### src/ffba_pkg.sv
package ffba_pkg;

  // Field widths fixed by the request and result formats
  localparam int OP_W      = 2;
  localparam int COUNT_W   = 9;
  localparam int BLK_W     = 8;
  localparam int TOTAL_W   = 9;
  localparam int OUTCOME_W = 2;

  // Map storage: one memory row holds ROW_W block bits
  localparam int ROW_W    = 8;
  localparam int ROW_BITS = $clog2(ROW_W);

  localparam int NUM_BLOCKS_DEF = 256;
  localparam logic [TOTAL_W-1:0] TOTAL_RESET = TOTAL_W'(256);

  // Request opcodes
  localparam logic [OP_W-1:0] OP_ALLOC = 2'd0;
  localparam logic [OP_W-1:0] OP_FREE  = 2'd1;
  localparam logic [OP_W-1:0] OP_SET   = 2'd2;
  localparam logic [OP_W-1:0] OP_BAD   = 2'd3;

  // Result codes
  localparam logic [OUTCOME_W-1:0] OUT_DONE = 2'd0;
  localparam logic [OUTCOME_W-1:0] OUT_FAIL = 2'd1;
  localparam logic [OUTCOME_W-1:0] OUT_BAD  = 2'd2;

  typedef struct packed {
    logic [OP_W-1:0]    op;
    logic [COUNT_W-1:0] count;
    logic [BLK_W-1:0]   first_block;
    logic [BLK_W-1:0]   last_block;
    logic               mark_busy;
  } req_t;

  typedef struct packed {
    logic [OUTCOME_W-1:0] outcome;
    logic [BLK_W-1:0]     run_first;
    logic [BLK_W-1:0]     run_last;
  } rsp_t;

  // Control handed to the row unit for the row under work
  typedef struct packed {
    logic [ROW_W-1:0] sel;
    logic             mark_val;
  } row_op_t;

  // Row unit results
  typedef struct packed {
    logic [ROW_W-1:0]    wdata;
    logic                all_set;
    logic                found;
    logic [ROW_BITS-1:0] found_pos;
  } row_res_t;

  typedef enum logic [2:0] {
    ST_CLEAR,
    ST_IDLE,
    ST_SCAN,
    ST_CHECK,
    ST_MARK,
    ST_RESP
  } state_t;

endpackage

### src/first_fit_block_allocator.sv
// First-fit allocator over a map of NUM_BLOCKS equal blocks, one bit per block
// (1 occupied). Requests arrive on in_valid/in_stall/in_data, one result per
// request leaves on out_valid/out_stall/out_data. A transaction happens at a
// clock edge with valid high and stall low. The user must write total_blocks
// through cfg_write/cfg_data only while no request is in flight; the block does
// not enforce this. The map lives in a memory of 8-block rows with one read and
// one write port; the block walks it one row per cycle through a shared row
// unit. An allocate scans the rows for a free run and then marks it; a free
// checks that every block in range is occupied and then clears the range; a set
// marks the range; a rejected request goes straight to its result. One request
// is in work at a time: in_stall stays high from the accept until the result is
// loaded into the output register.
// After rst the block clears the map, one row per cycle with in_stall high;
// total_blocks resets to 256.
// A stalled result holds in the output register; the next request is accepted
// meanwhile and its result waits until the output register is taken.
module first_fit_block_allocator #(
  parameter int  NUM_BLOCKS = ffba_pkg::NUM_BLOCKS_DEF,
  localparam int ROWS       = (NUM_BLOCKS + ffba_pkg::ROW_W - 1) / ffba_pkg::ROW_W,
  localparam int RA_W       = (ROWS > 1) ? $clog2(ROWS) : 1
) (
  input  logic                       clk,
  input  logic                       rst,
  input  logic                       in_valid,
  output logic                       in_stall,
  input  ffba_pkg::req_t             in_data,
  output logic                       out_valid,
  input  logic                       out_stall,
  output ffba_pkg::rsp_t             out_data,
  input  logic                       cfg_write,
  input  logic [ffba_pkg::TOTAL_W-1:0] cfg_data
);
  import ffba_pkg::*;

  // Block index width and the width that holds the managed size
  localparam int BI_W  = RA_W + ROW_BITS;
  localparam int NB_W  = $clog2(NUM_BLOCKS + 1);
  localparam int SZ_W  = (NB_W > TOTAL_W) ? NB_W : TOTAL_W;

  // Registers
  state_t             state, state_next;
  logic [TOTAL_W-1:0] total_blocks;
  logic [RA_W-1:0]    rd_row, rd_row_next;
  logic               iss, iss_next;
  logic               p_valid, p_valid_next;
  logic [RA_W-1:0]    p_row;
  logic [BI_W-1:0]    lo, lo_next;
  logic [BI_W-1:0]    hi, hi_next;
  logic [COUNT_W-1:0] cnt, cnt_next;
  logic [COUNT_W-1:0] run_len, run_len_next;
  logic               mark_val, mark_val_next;
  logic [OUTCOME_W-1:0] res_code, res_code_next;
  logic               out_valid_next;
  rsp_t               out_data_next;

  // Map memory and row unit hookup
  logic               ram_we;
  logic [RA_W-1:0]    ram_waddr;
  logic [ROW_W-1:0]   ram_wdata;
  logic [ROW_W-1:0]   ram_rdata;
  row_op_t            row_op;
  row_res_t           row_res;
  logic [COUNT_W-1:0] unit_len;

  // Request decode helpers
  logic [SZ_W-1:0]    size;
  logic [BI_W-1:0]    first_idx;
  logic [BI_W-1:0]    end_idx;
  logic [BI_W-1:0]    start_idx;
  logic [RA_W-1:0]    row_lo;
  logic [RA_W-1:0]    row_hi;

  ffba_map_ram #(
    .NUM_BLOCKS(NUM_BLOCKS)
  ) u_map (
    .clk  (clk),
    .we   (ram_we),
    .waddr(ram_waddr),
    .wdata(ram_wdata),
    .raddr(rd_row),
    .rdata(ram_rdata)
  );

  ffba_row_unit u_row (
    .data       (ram_rdata),
    .op         (row_op),
    .count      (cnt),
    .run_len_in (run_len),
    .run_len_out(unit_len),
    .res        (row_res)
  );

  // Managed size: total_blocks clamped to the map depth
  assign size = (SZ_W'(total_blocks) > SZ_W'(NUM_BLOCKS)) ? SZ_W'(NUM_BLOCKS)
                                                          : SZ_W'(total_blocks);

  assign first_idx = BI_W'(in_data.first_block);
  assign row_lo    = lo[BI_W-1:ROW_BITS];
  assign row_hi    = hi[BI_W-1:ROW_BITS];
  assign end_idx   = {p_row, row_res.found_pos};
  assign start_idx = end_idx + BI_W'(1) - BI_W'(cnt);

  // Select the blocks of the row under work that fall inside [lo, hi]
  always_comb begin
    logic [BI_W-1:0] blk;
    blk = '0;
    row_op.sel = '0;
    for (int j = 0; j < ROW_W; j++) begin
      blk = {p_row, ROW_BITS'(j)};
      row_op.sel[j] = (blk >= lo) && (blk <= hi);
    end
    row_op.mark_val = mark_val;
  end

  assign in_stall = (state != ST_IDLE);

  always_ff @(posedge clk) begin
    if (rst) begin
      state        <= ST_CLEAR;
      total_blocks <= TOTAL_RESET;
      rd_row       <= '0;
      iss          <= 1'b0;
      p_valid      <= 1'b0;
      out_valid    <= 1'b0;
    end else begin
      state     <= state_next;
      rd_row    <= rd_row_next;
      iss       <= iss_next;
      p_valid   <= p_valid_next;
      out_valid <= out_valid_next;
      if (cfg_write) begin
        total_blocks <= cfg_data;
      end
    end
  end

  // Payload registers
  always_ff @(posedge clk) begin
    p_row    <= rd_row;
    lo       <= lo_next;
    hi       <= hi_next;
    cnt      <= cnt_next;
    run_len  <= run_len_next;
    mark_val <= mark_val_next;
    res_code <= res_code_next;
    out_data <= out_data_next;
  end

  always_comb begin
    state_next     = state;
    rd_row_next    = rd_row;
    iss_next       = iss;
    p_valid_next   = iss;
    lo_next        = lo;
    hi_next        = hi;
    cnt_next       = cnt;
    run_len_next   = run_len;
    mark_val_next  = mark_val;
    res_code_next  = res_code;
    out_valid_next = out_valid && out_stall;
    out_data_next  = out_data;
    ram_we         = 1'b0;
    ram_waddr      = p_row;
    ram_wdata      = row_res.wdata;

    // Advance the read pointer through the rows of the current pass
    if (iss) begin
      if (rd_row == row_hi) begin
        iss_next = 1'b0;
      end else begin
        rd_row_next = rd_row + 1'b1;
      end
    end

    case (state)
      ST_CLEAR: begin
        ram_we    = 1'b1;
        ram_waddr = rd_row;
        ram_wdata = '0;
        if (rd_row == RA_W'(ROWS - 1)) begin
          rd_row_next = '0;
          state_next  = ST_IDLE;
        end else begin
          rd_row_next = rd_row + 1'b1;
        end
      end

      ST_IDLE: begin
        if (in_valid) begin
          cnt_next     = in_data.count;
          run_len_next = '0;
          case (in_data.op)
            OP_ALLOC: mark_val_next = 1'b1;
            OP_SET:   mark_val_next = in_data.mark_busy;
            default:  mark_val_next = 1'b0;
          endcase
          if (in_data.op == OP_ALLOC) begin
            if (in_data.count == '0) begin
              res_code_next = OUT_BAD;
              state_next    = ST_RESP;
            end else if (size == '0) begin
              res_code_next = OUT_FAIL;
              state_next    = ST_RESP;
            end else begin
              // Scan from block 0 up to the end of managed memory
              lo_next      = '0;
              hi_next      = BI_W'(size - 1'b1);
              rd_row_next  = '0;
              iss_next     = 1'b1;
              p_valid_next = 1'b0;
              state_next   = ST_SCAN;
            end
          end else if (in_data.op == OP_BAD ||
                       in_data.first_block > in_data.last_block ||
                       SZ_W'(in_data.last_block) >= size) begin
            res_code_next = OUT_BAD;
            state_next    = ST_RESP;
          end else begin
            lo_next      = first_idx;
            hi_next      = BI_W'(in_data.last_block);
            rd_row_next  = first_idx[BI_W-1:ROW_BITS];
            iss_next     = 1'b1;
            p_valid_next = 1'b0;
            state_next   = (in_data.op == OP_FREE) ? ST_CHECK : ST_MARK;
          end
        end
      end

      ST_SCAN: begin
        if (p_valid) begin
          run_len_next = unit_len;
          if (row_res.found) begin
            // Run found: mark its first count blocks occupied
            lo_next      = start_idx;
            hi_next      = end_idx;
            rd_row_next  = start_idx[BI_W-1:ROW_BITS];
            iss_next     = 1'b1;
            p_valid_next = 1'b0;
            state_next   = ST_MARK;
          end else if (p_row == row_hi) begin
            res_code_next = OUT_FAIL;
            iss_next      = 1'b0;
            p_valid_next  = 1'b0;
            state_next    = ST_RESP;
          end
        end
      end

      ST_CHECK: begin
        if (p_valid) begin
          if (!row_res.all_set) begin
            res_code_next = OUT_FAIL;
            iss_next      = 1'b0;
            p_valid_next  = 1'b0;
            state_next    = ST_RESP;
          end else if (p_row == row_hi) begin
            // Whole range occupied: go back and clear it
            rd_row_next  = row_lo;
            iss_next     = 1'b1;
            p_valid_next = 1'b0;
            state_next   = ST_MARK;
          end
        end
      end

      ST_MARK: begin
        if (p_valid) begin
          ram_we = 1'b1;
          if (p_row == row_hi) begin
            res_code_next = OUT_DONE;
            iss_next      = 1'b0;
            p_valid_next  = 1'b0;
            state_next    = ST_RESP;
          end
        end
      end

      ST_RESP: begin
        // Load the output register once it is free or being taken
        if (!out_valid || !out_stall) begin
          out_valid_next         = 1'b1;
          out_data_next.outcome  = res_code;
          out_data_next.run_first = (res_code == OUT_DONE) ? BLK_W'(lo) : '0;
          out_data_next.run_last  = (res_code == OUT_DONE) ? BLK_W'(hi) : '0;
          state_next             = ST_IDLE;
        end
      end

      default: begin
        state_next = ST_IDLE;
      end
    endcase
  end

  // A new result only ever comes out of the response state
  a_out_from_resp: assert property (@(posedge clk) disable iff (rst)
    $rose(out_valid) |-> $past(state) == ST_RESP)
    else $error("result raised outside the response state");

  // The map is never written while waiting for a request or a free output
  a_no_write_idle: assert property (@(posedge clk) disable iff (rst)
    (state == ST_IDLE || state == ST_RESP) |-> !ram_we)
    else $error("map written while idle");

  // Failed or rejected requests report a zero range
  a_fail_zero: assert property (@(posedge clk) disable iff (rst)
    (out_valid && out_data.outcome != OUT_DONE) |->
      (out_data.run_first == '0 && out_data.run_last == '0))
    else $error("nonzero range on a failed result");

  // Row data is only consumed inside a pass
  a_pvalid_pass: assert property (@(posedge clk) disable iff (rst)
    p_valid |-> (state == ST_SCAN || state == ST_CHECK || state == ST_MARK))
    else $error("row data in flight outside a pass");

endmodule

### src/ffba_map_ram.sv
module ffba_map_ram #(
  parameter int  NUM_BLOCKS = ffba_pkg::NUM_BLOCKS_DEF,
  localparam int ROWS       = (NUM_BLOCKS + ffba_pkg::ROW_W - 1) / ffba_pkg::ROW_W,
  localparam int RA_W       = (ROWS > 1) ? $clog2(ROWS) : 1
) (
  input  logic                       clk,
  input  logic                       we,
  input  logic [RA_W-1:0]            waddr,
  input  logic [ffba_pkg::ROW_W-1:0] wdata,
  input  logic [RA_W-1:0]            raddr,
  output logic [ffba_pkg::ROW_W-1:0] rdata
);
  import ffba_pkg::*;

  logic [ROW_W-1:0] mem [ROWS];

  always_ff @(posedge clk) begin
    if (we) begin
      mem[waddr] <= wdata;
    end
  end

  always_ff @(posedge clk) begin
    rdata <= mem[raddr];
  end

endmodule

### src/ffba_row_unit.sv
module ffba_row_unit (
  input  logic [ffba_pkg::ROW_W-1:0]   data,
  input  ffba_pkg::row_op_t            op,
  input  logic [ffba_pkg::COUNT_W-1:0] count,
  input  logic [ffba_pkg::COUNT_W-1:0] run_len_in,
  output logic [ffba_pkg::COUNT_W-1:0] run_len_out,
  output ffba_pkg::row_res_t           res
);
  import ffba_pkg::*;

  logic [COUNT_W-1:0]  len;
  logic                hit;
  logic [ROW_BITS-1:0] pos;

  // Extend the free run bit by bit; stop at the first block that completes it.
  // Blocks outside the selected range count as occupied.
  always_comb begin
    len = run_len_in;
    hit = 1'b0;
    pos = '0;
    for (int j = 0; j < ROW_W; j++) begin
      if (!hit) begin
        if (!op.sel[j] || data[j]) begin
          len = '0;
        end else begin
          len = len + 1'b1;
          if (len == count) begin
            hit = 1'b1;
            pos = ROW_BITS'(j);
          end
        end
      end
    end
  end

  assign run_len_out   = len;
  assign res.found     = hit;
  assign res.found_pos = pos;
  assign res.all_set   = &(data | ~op.sel);
  assign res.wdata     = (data & ~op.sel) | (op.sel & {ROW_W{op.mark_val}});

endmodule
### config.mk
export PLATFORM = sky130hd
export DESIGN_NAME = first_fit_block_allocator
export DESIGN_NICKNAME = d
export VERILOG_FILES = /design/src/ffba_pkg.sv /design/src/first_fit_block_allocator.sv /design/src/ffba_map_ram.sv /design/src/ffba_row_unit.sv
export SDC_FILE = /design/constraint.sdc
export NUM_CORES = 1
export LEC_CHECK = 0
export BUFFER_PORTS_ARGS = -buffer_cell sky130_fd_sc_hd__buf_4
export CORE_UTILIZATION = 50
export DETAILED_ROUTE_END_ITERATION = 10
export PLACE_DENSITY = 0.78
export SLEW_MARGIN = 20
export SYNTH_ARGS = -nofsm -noshare
export SYNTH_HDL_FRONTEND = slang
export SYNTH_SLANG_ARGS = --single-unit
### constraint.sdc
create_clock -name clk -period 21.7 [get_ports clk]
set_clock_uncertainty 0.2 [all_clocks]
set_input_delay 3.255 -clock clk [delete_from_list [all_inputs] [get_ports clk]]
set_output_delay 3.255 -clock clk [all_outputs]
set_load 0.01 [all_outputs]
# Word level (Yosys, flattened, before mapping)
# Memory sizes are Yosys's and may differ from the RTL's. A register that Yosys moved wholly into a read port is not among the register bits.
# Cells that the tools add are included.
[classes]
mux = 158
reduce_logical = 44
magnitude_cmp = 19
n_bitwise = 5
addsub = 12
eq_ne = 37
[op_table]
columns = ["op", "count"]
rows = [
  ["2-to-1 mux 9 bit", 18],
  ["2-to-1 mux 8 bit", 15],
  ["2-to-1 mux 3 bit", 35],
  ["adder 9 x 1 -> 9 bit, second input constant", 8],
  ["equality test 9 bit", 8],
  ["2-to-1 mux 5 bit", 14],
  [">= comparator 8 bit", 8],
  ["<= comparator 8 bit", 8],
  ["2-to-1 mux 1 bit", 54],
  ["one-hot mux 8 bit (2 select lines)", 2],
  ["2-to-1 mux 2 bit", 12],
  ["!= test 2 bit, second input constant", 10],
  ["one-hot mux 5 bit (4 select lines)", 1],
  ["logical NOT 9 bit", 2],
  ["one-hot mux 3 bit (6 select lines)", 1],
  ["one-hot mux 9 bit (2 select lines)", 1],
  ["AND 8 bit", 2],
  ["OR 8 bit", 2],
  ["!= test 3 bit, second input constant", 5],
  ["AND reduction 7 bit", 2],
  ["logical OR 1 bit", 11],
  ["AND reduction 11 bit", 1],
  ["equality test 5 bit", 2],
  ["logical NOT 1 bit", 10],
  ["28 further kinds", 43],
]
[word_totals]
reg_bits = 80
word_cells = 292
mem_count = 1
ramBits = 256
input_bits = 42
[mem_list]
columns = ["memory", "depth", "width", "read_ports", "rd_clocked_by_memory_dff", "write_ports", "line", "source"]
rows = [
  ["u_map.mem", 32, 8, 1, 1, 1, "ffba_map_ram.sv:15", "logic [ROW_W-1:0] mem [ROWS];"],
]

# Logic depth before layout (Yosys ltp)
[depth]
ltp_word = 33
mapped_depth = 62
depth_no_buf = 58

# Modules after synthesis
# From an unflattened synthesis, not the netlist that was laid out.
[hier_totals]
hier_cells = 2218
area_unflattened_um2 = 23546.3
[by_module_without_submodules]
columns = ["module", "seq_area_each_um2", "n_inst", "cells_each", "area_per_inst_um2"]
rows = [
  ["ffba_map_ram", 7847.5, 1, 417, 10053.4],
  ["ffba_row_unit", 0.0, 1, 1215, 8040.2],
  ["first_fit_block_allocator", 2152.1, 1, 586, 5452.7],
]

# Worst setup path before layout
# No wires, ideal clock.
[synth_path]
path_kind = "reg-to-reg"
startpoint = "register hi[7]"
endpoint = "register rd_row[4]"
arrival_time_ns = 12.069
n_path_buf = 4
stages_incl_launch_ff = 60
setup_slack_ns = 9.303
t_required_ns = 21.371
synth_period_minus_slack_ns = 12.397
path_cell_list = "edfxtp_1 -> inv_1 -> ha_1 -> nand4_1 -> nor4_2 -> o21bai_2 -> nand2_2 -> buf_2 -> nor2_1 -> ha_1 -> buf_1 -> nand3b_1 -> a21oi_2 -> o21a_1 -> xnor3_1 -> or4_1 -> o311ai_2 -> nand3_4 -> [... 24 more ...] -> and3_1 -> xnor2_1 -> a2111oi_4 -> a211oi_1 -> ha_1 -> inv_1 -> ha_1 -> inv_1 -> fa_1 -> inv_1 -> a21oi_1 -> o21bai_1 -> a21o_1 -> a21oi_1 -> xnor2_1 -> nor3_1 -> o211ai_1 -> o211ai_1"
[synth_via]
elab_chain_len = 33
[synth_lines]
columns = ["element", "line", "source"]
rows = [
  ["start: declaration", "first_fit_block_allocator.sv:48", "logic [BI_W-1:0] hi, hi_next;"],
  ["start signal: assignment", "first_fit_block_allocator.sv:141", "hi <= hi_next;"],
  ["<= comparator 8 bit", "first_fit_block_allocator.sv:110", "row_op.sel[j] = (blk >= lo) && (blk <= hi);"],
  ["logical AND 1 bit", "first_fit_block_allocator.sv:110", ""],
  ["logical NOT 1 bit", "ffba_row_unit.sv:23", "if (!op.sel[j] || data[j]) begin"],
  ["logical OR 1 bit", "ffba_row_unit.sv:23", ""],
  ["2-to-1 mux 9 bit", "ffba_row_unit.sv:23", ""],
  ["adder 9 x 1 -> 9 bit", "ffba_row_unit.sv:26", "len = len + 1'b1;"],
  ["2-to-1 mux 9 bit or equality test 9 bit (tied branches)", "ffba_row_unit.sv:23, ffba_row_unit.sv:27", ""],
  ["2-to-1 mux 9 bit or 2-to-1 mux 1 bit (tied branches)", "ffba_row_unit.sv:22, ffba_row_unit.sv:27", ""],
  ["[... 17 more ...]", "--", ""],
  ["2-to-1 mux 3 bit", "ffba_row_unit.sv:27", "if (len == count) begin"],
  ["2-to-1 mux 3 bit", "ffba_row_unit.sv:23", ""],
  ["2-to-1 mux 3 bit", "ffba_row_unit.sv:22", "if (!hit) begin"],
  ["adder 8 x 1 -> 8 bit", "first_fit_block_allocator.sv:101", "assign start_idx = end_idx + BI_W'(1) - BI_W'(cnt);"],
  ["subtractor 8 bit", "first_fit_block_allocator.sv:101", ""],
  ["2-to-1 mux 5 bit", "first_fit_block_allocator.sv:232", "if (row_res.found) begin"],
  ["2-to-1 mux 5 bit", "first_fit_block_allocator.sv:230", "if (p_valid) begin"],
  ["one-hot mux 5 bit (4 select lines) (*)", "first_fit_block_allocator.sv:175", "case (state)"],
  ["end signal: assignment", "first_fit_block_allocator.sv:127", "rd_row <= rd_row_next;"],
  ["end: declaration", "first_fit_block_allocator.sv:43", "logic [RA_W-1:0] rd_row, rd_row_next;"],
]
# Every way passes the cells marked *; elsewhere a longest branch is shown, timed or not.
# A chain may end at the register's enable or synchronous reset.

# Final worst setup path
[layout_path]
startpoint = "register p_row[4]"
endpoint = "register rd_row[4]"
[layout_via]
elab_chain_len = 33
[layout_lines]
columns = ["element", "line", "source"]
rows = [
  ["start: declaration", "first_fit_block_allocator.sv:46", "logic [RA_W-1:0] p_row;"],
  ["start signal: assignment", "first_fit_block_allocator.sv:139", "p_row <= rd_row;"],
  [">= comparator 8 bit or <= comparator 8 bit (tied branches)", "first_fit_block_allocator.sv:110", ""],
  ["logical AND 1 bit", "first_fit_block_allocator.sv:110", ""],
  ["logical NOT 1 bit", "ffba_row_unit.sv:23", ""],
  ["logical OR 1 bit", "ffba_row_unit.sv:23", ""],
  ["2-to-1 mux 9 bit", "ffba_row_unit.sv:23", ""],
  ["adder 9 x 1 -> 9 bit", "ffba_row_unit.sv:26", ""],
  ["2-to-1 mux 9 bit or equality test 9 bit (tied branches)", "ffba_row_unit.sv:23, ffba_row_unit.sv:27", ""],
  ["2-to-1 mux 9 bit or 2-to-1 mux 1 bit (tied branches)", "ffba_row_unit.sv:22, ffba_row_unit.sv:27", ""],
  ["[... 17 more ...]", "--", ""],
  ["2-to-1 mux 3 bit", "ffba_row_unit.sv:27", ""],
  ["2-to-1 mux 3 bit", "ffba_row_unit.sv:23", ""],
  ["2-to-1 mux 3 bit", "ffba_row_unit.sv:22", ""],
  ["adder 8 x 1 -> 8 bit", "first_fit_block_allocator.sv:101", ""],
  ["subtractor 8 bit", "first_fit_block_allocator.sv:101", ""],
  ["2-to-1 mux 5 bit", "first_fit_block_allocator.sv:232", ""],
  ["2-to-1 mux 5 bit", "first_fit_block_allocator.sv:230", ""],
  ["one-hot mux 5 bit (4 select lines) (*)", "first_fit_block_allocator.sv:175", ""],
]
# Marks and branches as above.

==> metrics list <==
- The run finished with clean final reports.
- Of the synthesized area, sequential elements account for 45.7%.
* Classification of the worst setup path: reg2reg
* Global route overflow: 0
- Slowest Stage Delay on Critical Path: 580 ps
- Total iterations of the first detailed-routing run: 6
- Routability-driven placement finished with a final weighted congestion of 0.980.
- Worst-Skew Late Latency: 590 ps
* Post-layout min period: 14750 ps
- The worst hold path belongs to the class reg2reg.
* Number of enable-type register cells in the synthesized netlist: 311
* Share of layout cells above drive strength 1: between 10% and 20%
* WL/cell: 23.9 um
* Worst slack on hold paths: 308 ps
- Final TNS setup: 0 ps
- Per report_power, the clock group accounts for 24.8% of the total.
- The final max-slew violation count was 0.
- At the end of the flow, the number of nets in the layout was 2189.
- Top fanout value on the critical path: 18
- The share of total power dissipated in sequential elements is 42.1%.
* WP data arrival: around 15000 ps
- The floorplan step set the die width to 211 um.
* IO Pins: 62
- The internal power of the cells totals 1440 uW.
- Largest area contributor in the synthesized netlist: sky130_fd_sc_hd__edfxtp_1
* Largest net degree at the start of global routing: 41
- RSZ-0062 raised after global routing: false
* Total instance count after detailed placement: around 2600
- After legalization and detailed placement, the total HPWL measured roughly 46000 um.
- Share of total power in combinational logic: 33.1%
- In the synthesized netlist the dominant register cell turns out to be sky130_fd_sc_hd__edfxtp_1.
- Number of global-route vias before repair: about 17000
* Die span in y: ~210 um
* Startpoint kind of the worst setup timing path: flop
- Number of standard cells in the layout, taps in and fillers out: about 2700
- Switching fraction of total power: 35.5%
* Worst vdd rail ir drop: between 0.1 and 0.15 mV
- The number of nets handed over by synthesis was 2184.
- CTS built an H-tree with a depth of 1.
* Std cell rows: 76
* Number of buffers added by the clock tree synthesis step: 30
- Buffers added to address setup during post-CTS repair amount to 0.
* Die Outline Area: 44600 sq um
- The worst path uses 68.0% of the clock period.
- Switching component of the power: 792 uW
- After synthesis, the cell types taking the most area are sky130_fd_sc_hd__edfxtp_1 (43%), sky130_fd_sc_hd__mux2i_1 (4.3%), sky130_fd_sc_hd__nor2_1 (3.6%).
- The area growth from synthesis to layout is 9.14%.
- Antenna diode count: 0
- In this run the mean area of a mapped cell was roughly 10 sq um.
- The cell sitting at the root of the clock tree is a sky130_fd_sc_hd__clkbuf_16.
- Counting the fill cells in the layout gives between 3000 and 4000.
- TritonCTS built the clock tree.
* Number of remaining DRC errors: 0
* Final Setup Violations: 0
* Max-capacitance violation count: 0
* Hold path cells: 1
- By instance count, the cell type seen most on the critical path is sky130_fd_sc_hd__ha_1.
- The number of gates resized after CTS was 0.
* Violation count after the first detailed-routing iteration: 2355
- Power density over the cells: 93.5 nW/um^2
- In this run the tool buffered the top-level ports with 61 buffer cells.
- For the pin with the worst max-slew slack, the measured transition is 981 ps.
* Number of storage elements in the synthesis netlist: approximately 340
- Worst path slowest cell: sky130_fd_sc_hd__a2111oi_4
- The routed design has 64500 um of wire.
* Share of flip-flops with an asynchronous set or reset: 0%
- In the synthesized netlist, the number of instances is 2088.
* Detail Route Antenna Nets: 0
- The top cell type by area accounts for 42.7% of the synthesized area.
- Once the floorplan was initialized, standard cells occupied 50.7% of the core.
* Highest achievable clock rate: about 68 MHz
- The Yosys step of the flow raised 0 warnings.
- Global routing used 28.8% of the available tracks across all layers.
- After clock tree synthesis, the clock-pin slew on the worst setup and hold paths is 70 ps.
- Slew headroom: between 30% and 40%
- In this run the deepest clock path goes through 3 buffers.
- Detailed-route via count: 18000
- Leak Pwr: 0.00811 uW
- The number of antenna violations at the first check in global routing was 0.
- The first global-routing pass estimated 99800 um of wire.
* Total number of clock tree sinks: 344
* Netlist area before placement: 21900 sq um
- Measured on the finished design, the core utilization comes to 55.4%.
- The total area inside the core boundary comes to 43100 sq um.
- Crit. End Element: flop
- In this run, post-CTS hold repair placed 0 buffers.
- The hold violation total from the final report came to 0.
- Counting distinct cell types in the post-synthesis netlist gives 109.
- For the worst setup path, the data required time is 21960 ps.
- Counting cells, the worst reg-to-reg path comes to 55.
- Mean number of vias per cell: 6.67
[synthesized netlist by cell type, types with 10 or more instances]
cell	count
sky130_fd_sc_hd__a21oi_1	91
sky130_fd_sc_hd__o31ai_1	18
sky130_fd_sc_hd__dfxtp_1	33
sky130_fd_sc_hd__buf_4	12
sky130_fd_sc_hd__buf_1	22
sky130_fd_sc_hd__buf_2	21
sky130_fd_sc_hd__nand4_1	31
sky130_fd_sc_hd__nand3_1	57
sky130_fd_sc_hd__ha_1	53
sky130_fd_sc_hd__nor4_1	25
sky130_fd_sc_hd__o22ai_1	20
sky130_fd_sc_hd__o21a_1	13
sky130_fd_sc_hd__a31oi_1	21
sky130_fd_sc_hd__o21ai_0	80
sky130_fd_sc_hd__xnor2_1	86
sky130_fd_sc_hd__inv_1	58
sky130_fd_sc_hd__nor3_1	75
sky130_fd_sc_hd__or2_2	13
sky130_fd_sc_hd__a211oi_1	20
sky130_fd_sc_hd__edfxtp_1	311
sky130_fd_sc_hd__nor2b_1	12
sky130_fd_sc_hd__o211ai_1	32
sky130_fd_sc_hd__nand2_1	171
sky130_fd_sc_hd__clkbuf_1	70
sky130_fd_sc_hd__mux2i_1	93
sky130_fd_sc_hd__and4_1	12
sky130_fd_sc_hd__mux4_2	32
sky130_fd_sc_hd__xor2_1	19
sky130_fd_sc_hd__nor2_1	207
sky130_fd_sc_hd__or3_1	15
sky130_fd_sc_hd__nand2b_1	25
sky130_fd_sc_hd__mux2_2	10
sky130_fd_sc_hd__o21ai_1	13
sky130_fd_sc_hd__and3_1	25
sky130_fd_sc_hd__a21o_1	17
sky130_fd_sc_hd__o221ai_1	33
sky130_fd_sc_hd__and2_1	18
[layout make-up]
type / count / area [sq um] / area share, %
clock buffer: 40 / 820 / 3.44
timing repair buffer: 98 / 736 / 3.08
inverter: 59 / 221 / 0.928
clock inverter: 15 / 206 / 0.865
sequential: 344 / 10000 / 41.9
multi-input combinational: 1560 / 11100 / 46.7
tap: 585 / 732 / 3.07
[power by group through the flow]
stage | Sequential [uW] | Combinational [uW] | Clock (uW)
final | 939 | 739 | 552
after floorplan | 910 | 503 | 0
after global placement | 947 | 703 | 0
after global routing | 945 | 790 | 577
after CTS | 937 | 723 | 556
after detailed placement | 950 | 716 | 0
[sequential cells by signal (all words and copies together) (netlist names)]
name and cells:
state 3, mark_val 1, out_valid 1, p_row 5
iss 1, hi 8, res_code 2, lo 8
u_map.rdata 8, u_map.mem 256, cnt 9, out_data 18
rd_row 5, p_valid 1, run_len 9, total_blocks 9
[routing by layer]
layer | GRT usage (%) | vias to the layer above | part of all wire, %
li1 | - | 8054 | -
met1 | 39.6 | 8786 | 42
met2 | 46.6 | 1004 | 47
met3 | 3.15 | 166 | 7.8
met4 | 11.2 | 0 | 3.9
met5 | 0 | - | 0
[layout by cell type (no fill, tap or decap), drive strengths merged, types with 40 or more instances in the layout]
cell | Yosys | final
buf | 55 | 98
a21oi | 98 | 98
clkbuf | 70 | 40
nor2 | 208 | 208
mux2i | 94 | 94
edfxtp | 311 | 311
xnor2 | 89 | 89
inv | 58 | 59
nand2 | 172 | 172
o21ai | 95 | 95
nor3 | 78 | 78
nand3 | 62 | 62
ha | 53 | 53
[cell families (layout without fill, tap and decap cells)]
family                   count (synthesis)  after routing  share of synthesized area [%]
AND/OR/NAND/NOR                        745            745                           17.2
AO/OA/AOI/OAI                          509            509                           17.0
flip-flops                             344            344                           45.7
buffers and inverters                  184            212                           3.49
multiplexers                           136            136                           8.17
XOR/XNOR                               116            116                           5.25
adder cells (fa/ha/maj)                 54             54                           3.13
[worst max-delay path, delay by kind of cell, from the launching register on]
family | cells | cell delay (ps)
compound gates | 21 | 5890
mux | 2 | 710
xor+xnor | 6 | 1350
flops | 1 | 400
fa+ha+maj | 8 | 2500
buf+inv | 6 | 660
simple gates | 12 | 2890
[metrics by stage]
stage                     setup WS [ps]  total power (uW)  cell area, sq um
after floorplan                    9300              1410             21900
after global placement             7800              1650             22800
after detailed placement           7190              1670             22800
after CTS                          7160              2220             23800
after global routing               5800              2310             23900
final                              6950              2230             23900
[final timing paths]
check | from | end | slack, ps
worst max-delay path | p_row[4] | rd_row[4] | 6950
worst min-delay path | iss | p_valid | 310
worst max register to register | p_row[4] | rd_row[4] | 6950
worst min register to register | iss | p_valid | 310
Power figures use the tool's default switching activity.
